$ cat src/design/tasp_pkg.sv
`default_nettype none

package tasp_pkg;

    // Field and register widths.
    localparam int unsigned DIM_W    = 14;
    localparam int unsigned LAYER_W  = 9;
    localparam int unsigned GAP_W    = 8;
    localparam int unsigned COORD_W  = 13;
    localparam int unsigned PLAYER_W = 8;
    localparam int unsigned CFG_IDX_W = 2;
    localparam int unsigned CFG_DATA_W = 14;

    // Limits of the atlas geometry.
    localparam logic [DIM_W-1:0]   MAX_SIZE   = 14'd8192;
    localparam logic [LAYER_W-1:0] MAX_LAYERS = 9'd256;
    localparam logic [COORD_W-1:0] COORD_MAX  = 13'd8191;

    // Register defaults after reset.
    localparam logic [DIM_W-1:0]   ATLAS_SIZE_RST  = 14'd2048;
    localparam logic [LAYER_W-1:0] LAYER_COUNT_RST = 9'd16;
    localparam logic [GAP_W-1:0]   GAP_RST         = 8'd1;

    // Result status codes.
    typedef enum logic [1:0] {
        STATUS_OK       = 2'd0,
        STATUS_TOO_BIG  = 2'd1,
        STATUS_FULL     = 2'd2
    } status_t;

    // Configuration register indexes.
    typedef enum logic [CFG_IDX_W-1:0] {
        CFG_ATLAS_SIZE  = 2'd0,
        CFG_LAYER_COUNT = 2'd1,
        CFG_GAP         = 2'd2
    } cfg_index_t;

endpackage

`default_nettype wire

$ cat src/design/texture_atlas_shelf_packer.sv
`default_nettype none

// Shelf packer for a square, multi-layer texture atlas.
// Input channel (in_valid / in_stall) carries one rectangle size per request,
// in placement order, plus a restart flag that clears the packing cursor.
// Output channel (out_valid / out_stall) returns one result per request:
// place_x, place_y, place_layer and status (placed, too large, atlas full).
// A failed placement leaves the cursor untouched, except for a restart.
// A request passes the input register, then the result register; a held
// result register can stall it between the two. Throughput is one request
// per cycle while out_stall is low. A single pass of adds and compares on
// the cursor registers forms the result register and the new cursor in the
// same edge.
// When out_stall holds the result register, the request in the input
// register waits and in_stall rises; both stages keep their contents.
// Reset clears both stages, the cursor (0, 0, layer 0, row height 0) and sets
// atlas_size to 2048, layer_count to 16 and gap to 1. The configuration port
// writes one register per cycle when cfg_we is high; indexes beyond gap are
// ignored. The user makes writes only while the block idles; not enforced.
module texture_atlas_shelf_packer (
    input  wire logic                                 clk,
    input  wire logic                                 rst_n,

    input  wire logic                                 cfg_we,
    input  wire logic [tasp_pkg::CFG_IDX_W-1:0]       cfg_index,
    input  wire logic [tasp_pkg::CFG_DATA_W-1:0]      cfg_data,

    input  wire logic                                 in_valid,
    output logic                                      in_stall,
    input  wire logic [tasp_pkg::DIM_W-1:0]           rect_width,
    input  wire logic [tasp_pkg::DIM_W-1:0]           rect_height,
    input  wire logic                                 restart,

    output logic                                      out_valid,
    input  wire logic                                 out_stall,
    output logic [tasp_pkg::COORD_W-1:0]              place_x,
    output logic [tasp_pkg::COORD_W-1:0]              place_y,
    output logic [tasp_pkg::PLAYER_W-1:0]             place_layer,
    output tasp_pkg::status_t                         status
);
    import tasp_pkg::*;

    // Configuration registers.
    logic [DIM_W-1:0]   atlas_size_reg;
    logic [LAYER_W-1:0] layer_count_reg;
    logic [GAP_W-1:0]   gap_reg;

    // Packing cursor.
    logic [DIM_W-1:0]   cursor_x_reg;
    logic [DIM_W-1:0]   cursor_y_reg;
    logic [LAYER_W-1:0] cursor_layer_reg;
    logic [DIM_W-1:0]   row_height_reg;
    logic [DIM_W-1:0]   cursor_x_next;
    logic [DIM_W-1:0]   cursor_y_next;
    logic [LAYER_W-1:0] cursor_layer_next;
    logic [DIM_W-1:0]   row_height_next;

    // Input stage.
    logic               in_valid_reg;
    logic [DIM_W-1:0]   width_reg;
    logic [DIM_W-1:0]   height_reg;
    logic               restart_reg;

    // Result stage.
    logic                 out_valid_reg;
    logic [COORD_W-1:0]   place_x_reg;
    logic [COORD_W-1:0]   place_y_reg;
    logic [PLAYER_W-1:0]  place_layer_reg;
    status_t              status_reg;
    logic [COORD_W-1:0]   place_x_next;
    logic [COORD_W-1:0]   place_y_next;
    logic [PLAYER_W-1:0]  place_layer_next;
    status_t              status_next;

    // Handshake control.
    logic out_free;
    logic fire;
    logic in_take;

    // Placement datapath.
    logic [DIM_W-1:0]   size;
    logic [LAYER_W-1:0] layers;
    logic [DIM_W-1:0]   base_x;
    logic [DIM_W-1:0]   base_y;
    logic [LAYER_W-1:0] base_z;
    logic [DIM_W-1:0]   base_rh;
    logic               too_big;
    logic [DIM_W:0]     end_x;
    logic               wrap_x;
    logic [15:0]        row_y;
    logic [15:0]        wrap_y;
    logic [DIM_W-1:0]   wrap_rh;
    logic [16:0]        end_y;
    logic               wrap_z;
    logic [DIM_W-1:0]   new_x;
    logic [15:0]        new_y;
    logic [LAYER_W:0]   new_z;
    logic               full;
    logic               placed;
    logic [15:0]        adv_x;

    // The result register frees up when it is empty or is taken this cycle.
    assign out_free = !out_valid_reg || !out_stall;
    assign fire     = in_valid_reg && out_free;
    assign in_take  = in_valid && !in_stall;
    assign in_stall = in_valid_reg && !out_free;

    // Clamp the configuration to the supported range.
    assign size   = (atlas_size_reg > MAX_SIZE) ? MAX_SIZE : atlas_size_reg;
    assign layers = (layer_count_reg > MAX_LAYERS) ? MAX_LAYERS : layer_count_reg;

    // A restart starts from an empty atlas.
    assign base_x  = restart_reg ? '0 : cursor_x_reg;
    assign base_y  = restart_reg ? '0 : cursor_y_reg;
    assign base_z  = restart_reg ? '0 : cursor_layer_reg;
    assign base_rh = restart_reg ? '0 : row_height_reg;

    assign too_big = (width_reg > size) || (height_reg > size);

    // Wrap to a new row when the rectangle does not fit across.
    assign end_x   = {1'b0, base_x} + {1'b0, width_reg};
    assign wrap_x  = end_x > {1'b0, size};
    assign row_y   = {2'b00, base_y} + {2'b00, base_rh} + {8'd0, gap_reg};
    assign wrap_y  = wrap_x ? row_y : {2'b00, base_y};
    assign wrap_rh = wrap_x ? '0 : base_rh;

    // Move to the next layer when the rectangle does not fit down.
    assign end_y   = {1'b0, wrap_y} + {3'b000, height_reg};
    assign wrap_z  = end_y > {3'b000, size};
    assign new_x   = (wrap_x || wrap_z) ? '0 : base_x;
    assign new_y   = wrap_z ? '0 : wrap_y;
    assign new_z   = {1'b0, base_z} + {{LAYER_W{1'b0}}, wrap_z};
    assign full    = new_z >= {1'b0, layers};
    assign placed  = !too_big && !full;
    assign adv_x   = {2'b00, new_x} + {2'b00, width_reg} + {8'd0, gap_reg};

    // Result fields; coordinates saturate for zero-sized rectangles at the edge.
    always_comb
    begin
        place_x_next     = '0;
        place_y_next     = '0;
        place_layer_next = '0;
        if (too_big)
        begin
            status_next = STATUS_TOO_BIG;
        end
        else if (full)
        begin
            status_next = STATUS_FULL;
        end
        else
        begin
            status_next      = STATUS_OK;
            place_x_next     = (new_x > {1'b0, COORD_MAX}) ? COORD_MAX : new_x[COORD_W-1:0];
            place_y_next     = (new_y > {3'b000, COORD_MAX}) ? COORD_MAX
                                                            : new_y[COORD_W-1:0];
            place_layer_next = new_z[PLAYER_W-1:0];
        end
    end

    // Cursor update: a placement advances it, a failure keeps it (after restart).
    always_comb
    begin
        if (placed)
        begin
            cursor_x_next     = adv_x[DIM_W-1:0];
            cursor_y_next     = new_y[DIM_W-1:0];
            cursor_layer_next = new_z[LAYER_W-1:0];
            row_height_next   = (height_reg > wrap_rh) ? height_reg : wrap_rh;
        end
        else
        begin
            cursor_x_next     = base_x;
            cursor_y_next     = base_y;
            cursor_layer_next = base_z;
            row_height_next   = base_rh;
        end
    end

    // Configuration writes.
    always_ff @(posedge clk or negedge rst_n)
    begin
        if (!rst_n)
        begin
            atlas_size_reg  <= ATLAS_SIZE_RST;
            layer_count_reg <= LAYER_COUNT_RST;
            gap_reg         <= GAP_RST;
        end
        else if (cfg_we)
        begin
            case (cfg_index_t'(cfg_index))
                CFG_ATLAS_SIZE:  atlas_size_reg  <= cfg_data[DIM_W-1:0];
                CFG_LAYER_COUNT: layer_count_reg <= cfg_data[LAYER_W-1:0];
                CFG_GAP:         gap_reg         <= cfg_data[GAP_W-1:0];
                default:         ;
            endcase
        end
    end

    // Input register.
    always_ff @(posedge clk or negedge rst_n)
    begin
        if (!rst_n)
        begin
            in_valid_reg <= 1'b0;
        end
        else if (in_take)
        begin
            in_valid_reg <= 1'b1;
        end
        else if (fire)
        begin
            in_valid_reg <= 1'b0;
        end
    end

    always_ff @(posedge clk)
    begin
        if (in_take)
        begin
            width_reg   <= rect_width;
            height_reg  <= rect_height;
            restart_reg <= restart;
        end
    end

    // Cursor and result registers.
    always_ff @(posedge clk or negedge rst_n)
    begin
        if (!rst_n)
        begin
            cursor_x_reg     <= '0;
            cursor_y_reg     <= '0;
            cursor_layer_reg <= '0;
            row_height_reg   <= '0;
            out_valid_reg    <= 1'b0;
        end
        else
        begin
            if (fire)
            begin
                cursor_x_reg     <= cursor_x_next;
                cursor_y_reg     <= cursor_y_next;
                cursor_layer_reg <= cursor_layer_next;
                row_height_reg   <= row_height_next;
                out_valid_reg    <= 1'b1;
            end
            else if (!out_stall)
            begin
                out_valid_reg <= 1'b0;
            end
        end
    end

    always_ff @(posedge clk)
    begin
        if (fire)
        begin
            place_x_reg     <= place_x_next;
            place_y_reg     <= place_y_next;
            place_layer_reg <= place_layer_next;
            status_reg      <= status_next;
        end
    end

    assign out_valid   = out_valid_reg;
    assign place_x     = place_x_reg;
    assign place_y     = place_y_reg;
    assign place_layer = place_layer_reg;
    assign status      = status_reg;

`ifndef SYNTH
    // A failed request reports no position.
    a_fail_zero: assert property (@(posedge clk) disable iff (!rst_n)
        (out_valid && status != STATUS_OK) |->
            (place_x == '0 && place_y == '0 && place_layer == '0))
        else $error("failed placement reports a nonzero position");

    // The stored layer always names a usable layer.
    a_layer_range: assert property (@(posedge clk) disable iff (!rst_n)
        cursor_layer_reg < MAX_LAYERS)
        else $error("cursor layer beyond the last layer");

    // A placement leaves the row cursor inside the atlas.
    a_row_range: assert property (@(posedge clk) disable iff (!rst_n)
        (fire && placed) |=> (cursor_y_reg <= MAX_SIZE))
        else $error("row cursor left the atlas");

    // The input stage waits only while the result stage is held.
    a_stall_cause: assert property (@(posedge clk) disable iff (!rst_n)
        in_stall |-> (out_valid && out_stall))
        else $error("input stalled with a free result register");
`endif

endmodule

`default_nettype wire

$ cat config.mk
export PLATFORM = sky130hd
export DESIGN_NAME = texture_atlas_shelf_packer
export DESIGN_NICKNAME = d
export VERILOG_FILES = /design/src/design/tasp_pkg.sv /design/src/design/texture_atlas_shelf_packer.sv
export SDC_FILE = /design/constraint.sdc
export NUM_CORES = 1
export LEC_CHECK = 0
export ABC_AREA = 1
export BUFFER_PORTS_ARGS = -buffer_cell sky130_fd_sc_hd__buf_4
export CELL_PAD_IN_SITES_DETAIL_PLACEMENT = 0
export CELL_PAD_IN_SITES_GLOBAL_PLACEMENT = 1
export CORE_MARGIN = 5
export CORE_UTILIZATION = 50
export CTS_CLUSTER_DIAMETER = 30
export CTS_CLUSTER_SIZE = 20
export DETAILED_ROUTE_END_ITERATION = 10
export GPL_TIMING_DRIVEN = 0
export PLACE_DENSITY = 0.95
export SLEW_MARGIN = 20
export SYNTH_ARGS = -nofsm -noshare
export SYNTH_HDL_FRONTEND = slang
export SYNTH_SLANG_ARGS = --single-unit
$ cat constraint.sdc
create_clock -name clk -period 16.74 [get_ports clk]
set_input_delay 2.511 -clock clk [delete_from_list [all_inputs] [get_ports clk]]
set_output_delay 2.511 -clock clk [all_outputs]
set_load 0.01 [all_outputs]
==> flow_summary_export.csv, run 1 <==
group,metric,value,unit
routing,initialDrtViolationCount,863,
cells_and_area,fin_util,0.583,
timing,grt_setup_unrepaired,"no",
cts,maximum_clock_insertion_buffer_count,2,
routing,drt_pre_antenna_iters,5,
critical_path,timing.critical_path.fanout_max,10,
logic_synthesis,ys_async_sr_fraction,0.564,
logic_synthesis,synth-seq-area-share,0.349,
cts,clock_tree_from_tritoncts,"built",
timing,timing_worst_slew_pin_value,0.871,ns
logic_synthesis,synth_flop_cell,"dfrtp_1",
critical_path,endpoint_kind,"flop",
global_routing,first_global_vias,9834,
cells_and_area,diodes,0,
cells_and_area,final_nets,1770,
global_routing,largest_net_degree_at_the_start_of_global_routing,85,
cts,cts_hold_buf,0,
placement,port_buffers,87,
cts,clk_transition_reported_paths,0.07,ns
cells_and_area,fillerInstances,2108,
critical_path,worst_path_most_repeated_cell,"nand2_1",
min_path,hold_crit_class,"reg -> reg",
cells_and_area,layout.cells.most_common,"nand2_1",
pwr,power_density,194,mW/mm^2
floorplan,core.rowCount,55,
floorplan,total_core_area,0.0228,sq mm
cts,clock_latency,0.44,ns
pwr,p_int,0.00127,W
cts,cts_htree_levels,4,
global_routing,grt_remaining_overflow,0,
floorplan,die_area,0.0264,sq mm
logic_synthesis,synth.cell_area,0.0116,sq mm
logic_synthesis,synth.yosys.warnings,0,
timing,max_freq,0.0849,GHz
timing,final_hold_viol_count,0,
cells_and_area,area_delta_synth_final,14.3,%
timing,fin_crit,11.78,ns
critical_path,cp.arrival,12.14,ns
critical_path,cp_data_required_time,17.10,ns
routing,finalWirelength,33.7,mm
logic_synthesis,number_of_enable_flip_flop_cells_after_synthesis,65,
critical_path,max_stage_delay,0.64,ns
floorplan,starting_density_of_the_core,0.510,
cts,cts_post_setup_buffers_inserted,0,
cts,clockRootBuffer,"clkbuf_16",
cells_and_area,layout_common_cells,"nand2_1, inv_1, ha_1, nor2_1, o21ai_0",
placement,gpl.final_weighted_congestion,0.972,
pwr,power_switching_share,0.507,
timing,timing.final.max_slew_violations,0,
logic_synthesis,synth_cell_type_count,47,
pwr,p_seq_frac,0.201,
floorplan,dieHeight,162,um
cts,clkSinkCount,149,
logic_synthesis,synthesis.instances,1446,
global_routing,initial_antenna_violation_count,0,
routing,routed_via_density,5.49,
run_status,run_status,"finished clean",
cts,postCtsResizedCells,0,
run,cap_viol_max_count,0,
critical_path,critPathKind,"reg -> reg",
routing,drt_drc_violations_left,0,
routing,number_of_nets_with_antenna_violations_after_detailed_routing,0,
placement,detailed_place_hpwl,26.9,mm
timing,fin_skew,0.0110,ns
floorplan,die_w,162,um
pwr,clock_power_share,0.150,
cts,number_of_buffers_created_by_cts,17,
pwr,power_frac_comb,0.649,
timing,setup_total_negative_slack,0,ns
logic_synthesis,synth_seq_cells,149,
critical_path,startpoint_type,"flop",
critical_path,slowest_cell_on_the_critical_path,"buf_1",
pwr,p_leak,6.34,nW
logic_synthesis,postSynthAreaPerCell,8.04,sq um
floorplan,ios,88,
global_routing,grt_usage,0.258,
routing,route.detailed.wl_per_inst,17.9,um
logic_synthesis,synth.net_count,1663,
timing,period_share,0.704,
timing,hold_slack,0.459,ns
pwr,power_switching,0.00131,W
global_routing,grt_first_pass_wirelength,53.1,mm
timing,setup_viol,0,
routing,via_count,10300,
pwr,vdd.ir_drop.worst,128,uV
timing,slew-limit-headroom,0.419,
cells_and_area,post_route_cells_drive_above_1_share,0.115,
[power groups by stage]
stage	registers, W	clock network, W	logic (W)
after floorplan	0.000522	0	0.00120
after global placement	0.000523	0	0.00161
after detailed placement	0.000525	0	0.00164
after CTS	0.000518	0.000390	0.00166
after global routing	0.000528	0.000404	0.00188
final	0.000518	0.000387	0.00168
[synthesized netlist by cell type (4+ instances only)]
cell       instances  area [sq um]
o21bai_1           4          30.0
a21oi_1           98           490
nand2_2           11          68.8
a31oi_1           11          68.8
o211ai_1          22           165
nand2_1          317          1190
xor2_1            37           324
nor2_1           135           507
inv_1            165           619
fa_1              20           400
mux2_2             4          45.0
dfrtp_1           81          2030
nand3_1           41           205
nor4_1             4          25.0
nand4_1           12          75.1
a21oi_2            5          43.8
edfxtp_1          65          1950
o21ai_0          127           636
a21o_1             5          37.5
xnor2_1           12           105
o21ai_1           16          80.1
buf_2             14          70.1
clkbuf_1          24          90.1
o22ai_1           10          62.6
o2111ai_1          5          43.8
nor3_1            21           105
ha_1             147          1840
[layer usage]
metal	part of all wire	wire length, um	vias to the layer above	track usage
met5	0	0	-	0
met4	0.020	674	0	0.0719
met3	0.079	2650	48	0.0478
met2	0.46	15300	355	0.413
met1	0.45	15000	4832	0.359
li1	-	-	5081	-
[per-stage QoR]
| step | power [W] | cell area [sq um] | cells | setup slack, ns |
|---|---|---|---|---|
| after global routing | 0.00281 | 13300 | 1879 | 4.14 |
| final | 0.00258 | 13300 | 1879 | 4.96 |
| after global placement | 0.00213 | 12700 | 1846 | 5.19 |
| after detailed placement | 0.00217 | 12700 | 1847 | 5.16 |
| after CTS | 0.00257 | 13300 | 1879 | 5.07 |
| after floorplan | 0.00172 | 11600 | 1446 | 7.62 |
[area by class of cell]
type / count / area, sq um / share of cell area
tap: 313 / 392 / 0.0295
clock buffer: 17 / 425 / 0.0320
clock inverter: 15 / 156 / 0.0118
multi-input combinational: 1082 / 6700 / 0.505
inverter: 169 / 637 / 0.0480
sequential: 149 / 4060 / 0.306
timing repair buffer: 88 / 684 / 0.0515
buffer: 46 / 226 / 0.0171
[critical path, delay by kind of cell (launching register included)]
kind | cells | cell delay, ns
AND/OR/NAND/NOR | 34 | 3.98
buffers and inverters | 11 | 2.71
adder cells (fa/ha/maj) | 8 | 2.36
AO/OA/AOI/OAI | 13 | 1.97
flip-flops | 1 | 0.36
XOR/XNOR | 2 | 0.32
[path summary, 6_finish.rpt]
check                             start                   to  slack [ns]  depth (start not counted)
max                         restart_reg  cursor_layer_reg[5]        4.96                         68
min                        in_valid_reg            out_valid        0.46                          2
max reg2reg                 restart_reg  cursor_layer_reg[5]        4.96                         68
min reg2reg                in_valid_reg            out_valid        0.46                          2
max in group asynchronous         rst_n      cursor_y_reg[0]       14.00                          1
min in group asynchronous         rst_n            out_valid        2.09                          1
[kinds of logic after synthesis]
| group | share of synthesized area |
|---|---|
| AND/OR/NAND/NOR | 0.195 |
| AO/OA/AOI/OAI | 0.148 |
| adder cells (fa/ha/maj) | 0.193 |
| XOR/XNOR | 0.0369 |
| multiplexers | 0.00388 |
| buffers and inverters | 0.0742 |
| flip-flops | 0.349 |
Power figures use the tool's default switching activity.
==> run 2: changes to the inputs <==
- CORE_UTILIZATION: 50 -> 46
- PLACE_DENSITY: 0.95 -> 0.92
- clock period: 16.74 -> 11.3 ns (I/O delays scaled with it)
==> flow_summary_export.csv, run 2 (synthesis gave the netlist of run 1 again) <==
group,metric,value,unit
run_status,run_status,"finished clean",
cells_and_area,post-route-cell-area,0.0133,sq mm
critical_path,cp_num_buf_inv,7,
cts,cts_hold_buf,0,
timing,timing_worst_slew_pin_value,0.852,ns
cts,clockRootBuffer,"clkbuf_16",
global_routing,grt_usage,0.233,
placement,detailed_place.area,0.0127,sq mm
placement,gpl.final_weighted_congestion,1.00,
cells_and_area,layout_common_cells,"nand2_1, inv_1, ha_1, nor2_1, o21ai_0",
run,cap_viol_max_count,0,
critical_path,crit_path_max_delay_family,"simple AND/OR/NAND/NOR gates",
global_routing,grt_remaining_overflow,0,
routing,drt_drc_violations_left,0,
floorplan,dieHeight,169,um
cts,clkSinkCount,149,
routing,drt_pre_antenna_iters,5,
cts,maximum_clock_insertion_buffer_count,2,
cells_and_area,seq_area,0.00406,sq mm
floorplan,die_w,169,um
timing,setup_viol,0,
cts,clock_latency,0.43,ns
global_routing,grt_first_pass_wirelength,52.0,mm
timing,slew-limit-headroom,0.432,
critical_path,cp.arrival,10.80,ns
cells_and_area,post_route_cells_drive_above_1_share,0.123,
routing,finalWirelength,33.2,mm
timing,timing.final.max_slew_violations,0,
pwr,power_density,286,mW/mm^2
cells_and_area,area_delta_synth_final,14.6,%
pwr,p_leak,6.35,nW
timing,max_freq,0.0952,GHz
floorplan,core.rowCount,58,
floorplan,total_core_area,0.0250,sq mm
floorplan,starting_density_of_the_core,0.464,
cts,number_of_buffers_created_by_cts,17,
cells_and_area,final_nets,1770,
placement,detailed_place_hpwl,26.5,mm
timing,grt_setup_unrepaired,"no",
timing,fin_skew,0.00974,ns
cells_and_area,fin_util,0.532,
timing,fin_crit,10.50,ns
min_path,hold_crit_class,"reg -> reg",
critical_path,worst_path_most_repeated_cell,"nand2_1",
critical_path,timing.critical_path.fanout_max,19,
cts,cts_htree_levels,4,
global_routing,initial_antenna_violation_count,0,
routing,number_of_nets_with_antenna_violations_after_detailed_routing,0,
global_routing,first_global_vias,9909,
timing,final_hold_viol_count,0,
floorplan,ios,88,
critical_path,critPathKind,"reg -> reg",
timing,period_share,0.929,
routing,route.detailed.wl_per_inst,17.5,um
critical_path,endpoint_kind,"flop",
cells_and_area,diodes,0,
floorplan,die_area,0.0285,sq mm
cts,clock_tree_from_tritoncts,"built",
routing,initialDrtViolationCount,905,
placement,port_buffers,87,
critical_path,cp_data_required_time,11.60,ns
pwr,vdd.ir_drop.worst,180,uV
cts,clk_transition_reported_paths,0.07,ns
cells_and_area,layout.cells.most_common,"nand2_1",
routing,via_count,10400,
critical_path,max_stage_delay,0.46,ns
routing,routed_via_density,5.49,
critical_path,startpoint_type,"flop",
pwr,power.total,0.00381,W
critical_path,slowest_cell_on_the_critical_path,"fa_1",
global_routing,largest_net_degree_at_the_start_of_global_routing,85,
cells_and_area,multiInputGateArea,0.00674,sq mm
cells_and_area,fillerInstances,2401,
run 2: changes by cell type in the layout (fill, tap and decap cells not counted), moves of 3 or more:
cell | previous run | this run
nor2_1 | 135 | 131
inv_8 | 5 | 2
clkbuf_1 | 23 | 18
nor2_2 | 2 | 5
buf_4 | 89 | 92
clkbuf_2 | 1 | 5
run 2: worst reg2reg max path: cells and delay by family, from the launching register on:
family / cells / cell delay (ns)
AND/OR/NAND/NOR: 33 / 3.27
adder cells (fa/ha/maj): 7 / 2.46
AO/OA/AOI/OAI: 15 / 2.38
buffers and inverters: 7 / 1.37
XOR/XNOR: 3 / 0.54
flip-flops: 1 / 0.35
run 2: metrics by stage:
stage	std cells	TNS (ns)	worst slack (ns)	hold slack, ns
floorplan	1446	0	2.18	0.434
global placement	1863	-4.99	-0.203	0.454
detailed placement	1864	-9.48	-0.283	0.466
CTS	1895	0	0.0338	0.474
global route	1896	0	0.000844	0.501
finish	1896	0	0.801	0.472
run 2: final timing paths:
check                      slack, ns         start               end  depth (start not counted)
setup reg to reg                0.80   restart_reg  cursor_x_reg[11]                         65
min in group asynchronous       1.31         rst_n      in_valid_reg                          1
setup / recovery                0.80   restart_reg  cursor_x_reg[11]                         65
hold reg to reg                 0.47  in_valid_reg         out_valid                          2
max in group asynchronous       9.38         rst_n   cursor_y_reg[9]                          1
hold / removal                  0.47  in_valid_reg         out_valid                          2
run 2: layout make-up:
| class | instances | share of cell area |
|---|---|---|
| multi-input combinational | 1082 | 0.506 |
| sequential | 149 | 0.305 |
| timing repair buffer | 89 | 0.0514 |
| inverter | 169 | 0.0478 |
| clock buffer | 18 | 0.0322 |
| tap | 330 | 0.0310 |
| buffer | 45 | 0.0180 |
| clock inverter | 14 | 0.00893 |
run 2: layer usage:
layer	track usage	routed length, um	vias to the layer above
li1	-	-	5093
met1	0.321	14700	4845
met2	0.367	14700	403
met3	0.0397	2500	62
met4	0.0900	1160	2
met5	0	88	-
run 2: repair_timing:
| item | 4_1_cts | 5_1_grt |
|---|---|---|
| hold endpoints to repair | 0 | 0 |
| endpoints found under the setup margin | 76 | 85 |
| pin swaps | 0 | 1 |
| setup buffers | 0 | 1 |
| resized for setup | 0 | 29 |
run 2: power by group:
part / internal, W / leakage (nW) / switching, W
combinational: 0.000892 / 4.39 / 0.00161
clock: 0.000288 / 0.259 / 0.000256
sequential: 0.000705 / 1.70 / 0.0000637
